`config.mk`:
```
export PLATFORM = sky130hd
export DESIGN_NAME = scic_mul
export DESIGN_NICKNAME = d
export VERILOG_FILES = /design/src/design/scic_pkg.sv /design/src/design/scic_mul.sv
export SDC_FILE = /design/constraint.sdc
export NUM_CORES = 2
export LEC_CHECK = 0
export ABC_AREA = 0
export ABC_CLOCK_PERIOD_IN_PS = 29800
export BUFFER_PORTS_ARGS = -buffer_cell sky130_fd_sc_hd__buf_2
export CAP_MARGIN = 5
export CORE_UTILIZATION = 35
export CTS_BUF_LIST = sky130_fd_sc_hd__clkbuf_8
export DETAILED_ROUTE_END_ITERATION = 8
export GPL_TIMING_DRIVEN = 0
export SETUP_SLACK_MARGIN = 0.15
export SLEW_MARGIN = 25
export SYNTH_ARGS = -nofsm -noshare
export SYNTH_HDL_FRONTEND = slang
export SYNTH_SLANG_ARGS = --single-unit
```
`constraint.sdc`:
```
create_clock -name i_clk -period 29.8 [get_ports i_clk]
set_input_delay 7.45 -clock i_clk [delete_from_list [all_inputs] [get_ports i_clk]]
set_output_delay 7.45 -clock i_clk [all_outputs]
set_load 0.01 [all_outputs]
```
`src/design/scic_pkg.sv`:
```
// Shared constants for the segment and circle intersection pipeline.
`timescale 1ns / 1ps
`default_nettype none
package scic_pkg;

    // Default coordinate format, signed Q16.16
    localparam int COORD_WIDTH_DEF = 32;
    localparam int FRAC_BITS_DEF   = 16;

    // Tolerance register
    localparam int             TOL_W     = 31;
    localparam logic [TOL_W-1:0] TOL_RESET = TOL_W'(66);

    // Width of one operand slice in the pipelined multipliers
    localparam int MUL_CHUNK = 34;

endpackage
`default_nettype wire

```
`src/design/scic_mul.sv`:
```
// Pipelined unsigned multiplier: one slice product accumulated per stage.
`timescale 1ns / 1ps
`default_nettype none
module scic_mul
    import scic_pkg::*;
#(
    parameter int A_W = 33,
    parameter int B_W = 33
) (
    input  wire logic           i_clk,
    input  wire logic           i_ce,
    input  wire logic [A_W-1:0] i_a,
    input  wire logic [B_W-1:0] i_b,
    output logic [A_W+B_W-1:0]  o_p
);

    localparam int CH   = MUL_CHUNK;
    localparam int NA   = (A_W + CH - 1) / CH;
    localparam int NB   = (B_W + CH - 1) / CH;
    localparam int NS   = NA * NB;
    localparam int PADA = NA * CH;
    localparam int PADB = NB * CH;
    localparam int PW   = PADA + PADB;

    logic [PADA-1:0] r_a   [NS];
    logic [PADB-1:0] r_b   [NS];
    logic [PW-1:0]   r_acc [NS];

    for (genvar k = 0; k < NS; k++) begin : g_st
        localparam int IA = k / NB;
        localparam int IB = k % NB;
        logic [PADA-1:0] w_a;
        logic [PADB-1:0] w_b;
        logic [PW-1:0]   w_acc;
        logic [2*CH-1:0] w_pp;

        if (k == 0) begin : g_first
            assign w_a   = PADA'(i_a);
            assign w_b   = PADB'(i_b);
            assign w_acc = '0;
        end else begin : g_next
            assign w_a   = r_a[k-1];
            assign w_b   = r_b[k-1];
            assign w_acc = r_acc[k-1];
        end

        // one slice product per stage
        assign w_pp = w_a[IA*CH +: CH] * w_b[IB*CH +: CH];

        always_ff @(posedge i_clk) begin
            if (i_ce) begin
                r_a[k]   <= w_a;
                r_b[k]   <= w_b;
                r_acc[k] <= w_acc + (PW'(w_pp) << ((IA + IB) * CH));
            end
        end
    end

    assign o_p = r_acc[NS-1][A_W+B_W-1:0];

endmodule
`default_nettype wire

```
==> reports/summary.txt <==
Syn Inst Count -> 4077
Worst-Margin Slew -> 1.193 ns
WL/cell -> 24.52 um
Main synth FF type -> edfxtp_1
slowest stage delay, CP -> 0.59 ns
fin. max-slew vios -> 0
vias in the first global route -> 30580
Arrival @ worst endpoint -> 16.34 ns
Num CTS Buffers -> 9
First-pass DRT Iterations -> 7
Hold Fails Final Rpt -> 0
hold_buf cts -> 0
GRT Util Overall -> 26.32%
worst relative slew slack -> 20.46%
initial drt markers -> 2360
die area -> 0.1082 mm2
top flop regs -> r_acc (66)
final WL -> 138000 um
largest net degree at the start of global routing -> 54
status -> complete, but fails checks
critical path class -> primary input to flop
H-tree levels -> 3
Chip Height -> 329.0 um
CP most frequent cell -> fa_1
post-CTS setup buffer count -> 0
Initial Util -> 35.40%
Final period util -> 54.34%
DRC violations left -> 18
GR Overflow Total -> 0
via/cell ratio -> 5.095
share of post-route cells with drive strength above 1 -> 4.211%
post-CTS sizing -> 0
fmax -> 0.06175 GHz
Critical Path Fanout Max -> 10
Hold WC Path Type -> primary input to flop
post-DP HPWL -> 115300 um
clock buffer depth -> 2
Worst Path Buf+Inv -> 9
count of cell types in the netlist -> 58
row cnt -> 119
CTS tree -> done
I/O Pins -> 134
Die W -> 329.0 um
Yosys reg bits -> 66
max FFs per register -> 66
CP endpoint kind -> flop
Layout Nets -> 5513
min Tclk post-route -> 16.19 ns
placeable core region -> 0.1057 mm2
Seq/Total Area, Yosys -> 5.296%
Data required, critical path -> 29.95 ns
routability congestion estimate -> 0.9890
failing checks -> design-rule violations
Synth Net Count -> 5368
cell family with most CP delay -> adder cells
setup TNS -> 0 ns
initial antenna violation count -> 16
CP max-delay cell -> fa_1
I/O Buffers -> 133
crit path launch type -> primary input
Mean Syn Cell Area -> 9.179 um2
unrepaired setup endpoints after global routing -> false
max-cap violations -> 0
register bank with the most flops -> r_acc
Root Driver -> clkbuf_8
Yosys Warn Count -> 0
number of synthesized flops with an enable pin -> 66
post-synth design cell area -> 0.03742 mm2
global-route wire length before repair -> 203500 um
final setup violating endpoints -> 0
area grow syn2layout -> 7.044%
ys async rst share -> 0%
Num Clock Sinks -> 66
routed vias -> 28670
Post-DRT Antenna Nets -> 0
clk slew on worst S/H paths -> 0.09 ns
==> metrics by stage <==
| stage | setup WS (ns) | util (%) | cells | hold WS, ns | area, um2 |
|---|---|---|---|---|---|
| 2_1_floorplan | 15.29 | - | 4077 | 7.563 | 37420 |
| 3_3_place_gp | 13.42 | 37.68 | 5601 | 7.851 | 39830 |
| 3_5_place_dp | 13.44 | 37.71 | 5602 | 7.844 | 39860 |
| 4_1_cts | 13.87 | 37.87 | 5618 | 7.381 | 40030 |
| 5_1_grt | 13.37 | 37.88 | 5619 | 7.389 | 40040 |
| 6_report | 13.61 | 37.90 | 5627 | 7.425 | 40060 |
==> Yosys cell counts (3+ instances only) <==
master | n | share of area (%)
inv_1 | 1048 | 11
fa_1 | 958 | 51
and2_1 | 574 | 9.6
nand2_1 | 569 | 5.7
ha_1 | 265 | 8.9
clkbuf_1 | 212 | 2.1
a21oi_1 | 80 | 1.1
edfxtp_1 | 66 | 5.3
xnor2_1 | 40 | 0.94
nor2_1 | 29 | 0.29
a21o_1 | 27 | 0.54
o21ai_0 | 27 | 0.36
xor2_1 | 23 | 0.54
nand4_1 | 19 | 0.32
o21bai_1 | 14 | 0.28
nand3_1 | 13 | 0.17
nor2b_1 | 11 | 0.18
nor3_1 | 10 | 0.13
o21ai_1 | 10 | 0.13
and3_1 | 8 | 0.13
a31oi_1 | 6 | 0.10
o31ai_1 | 5 | 0.10
a211oi_1 | 4 | 0.080
buf_2 | 4 | 0.053
a211o_1 | 3 | 0.070
a21boi_0 | 3 | 0.060
a21oi_2 | 3 | 0.070
buf_4 | 3 | 0.060
buf_6 | 3 | 0.090
o211ai_1 | 3 | 0.060
o221ai_1 | 3 | 0.070
==> cell type report <==
type,instances,area [um2]
antenna,9,22.52
buffer,224,889.6
clock buffer,9,123.9
clock inverter,7,46.29
fill,10840,65650
inverter,1048,3934
multi-input combinational,2739,30630
sequential,66,1982
tap,1391,1740
timing repair buffer,134,695.7
==> path summary, 6_finish.rpt <==
| kind | startpoint | endpoint | depth (start not counted) |
|---|---|---|---|
| setup / recovery | i_a[18] | r_acc[0][61] | 28 |
| hold / removal | i_ce | r_acc[0][60] | 1 |
==> metal layers <==
metal	vias to the layer above	part of all wire (%)	global-route usage, %
li1	12000	-	-
met1	14980	39	34.12
met2	1357	45	40.93
met3	333	9.5	5.841
met4	2	6.7	14.27
met5	-	0.028	0
==> cell usage in the layout, fill, tap and decap left out, types with 4 or more instances in the layout <==
cell type   count
inv_1        1048
fa_1          958
and2_1        574
nand2_1       569
ha_1          265
clkbuf_1      206
buf_2         136
a21oi_1        80
edfxtp_1       66
xnor2_1        40
nor2_1         29
o21ai_0        27
a21o_1         27
xor2_1         23
nand4_1        19
o21bai_1       14
nand3_1        13
nor2b_1        11
nor3_1         10
o21ai_1        10
diode_2         9
clkbuf_8        9
clkbuf_2        8
and3_1          8
a31oi_1         6
o31ai_1         5
clkinvlp_4      5
buf_4           4
a211oi_1        4
==> cell families after synthesis <==
family / after synthesis / synth area share, %
and+or+nand+nor: 1245 / 16.76
DFF: 66 / 5.296
adders and majority gates: 1223 / 60.10
xor gates and xnor gates: 63 / 1.474
AOI/OAI and AO/OA: 208 / 3.497
buffers and inverters: 1272 / 12.87
Power is not shown: default switching activity piles up to over one toggle a cycle in this logic, so the estimate is an artifact.
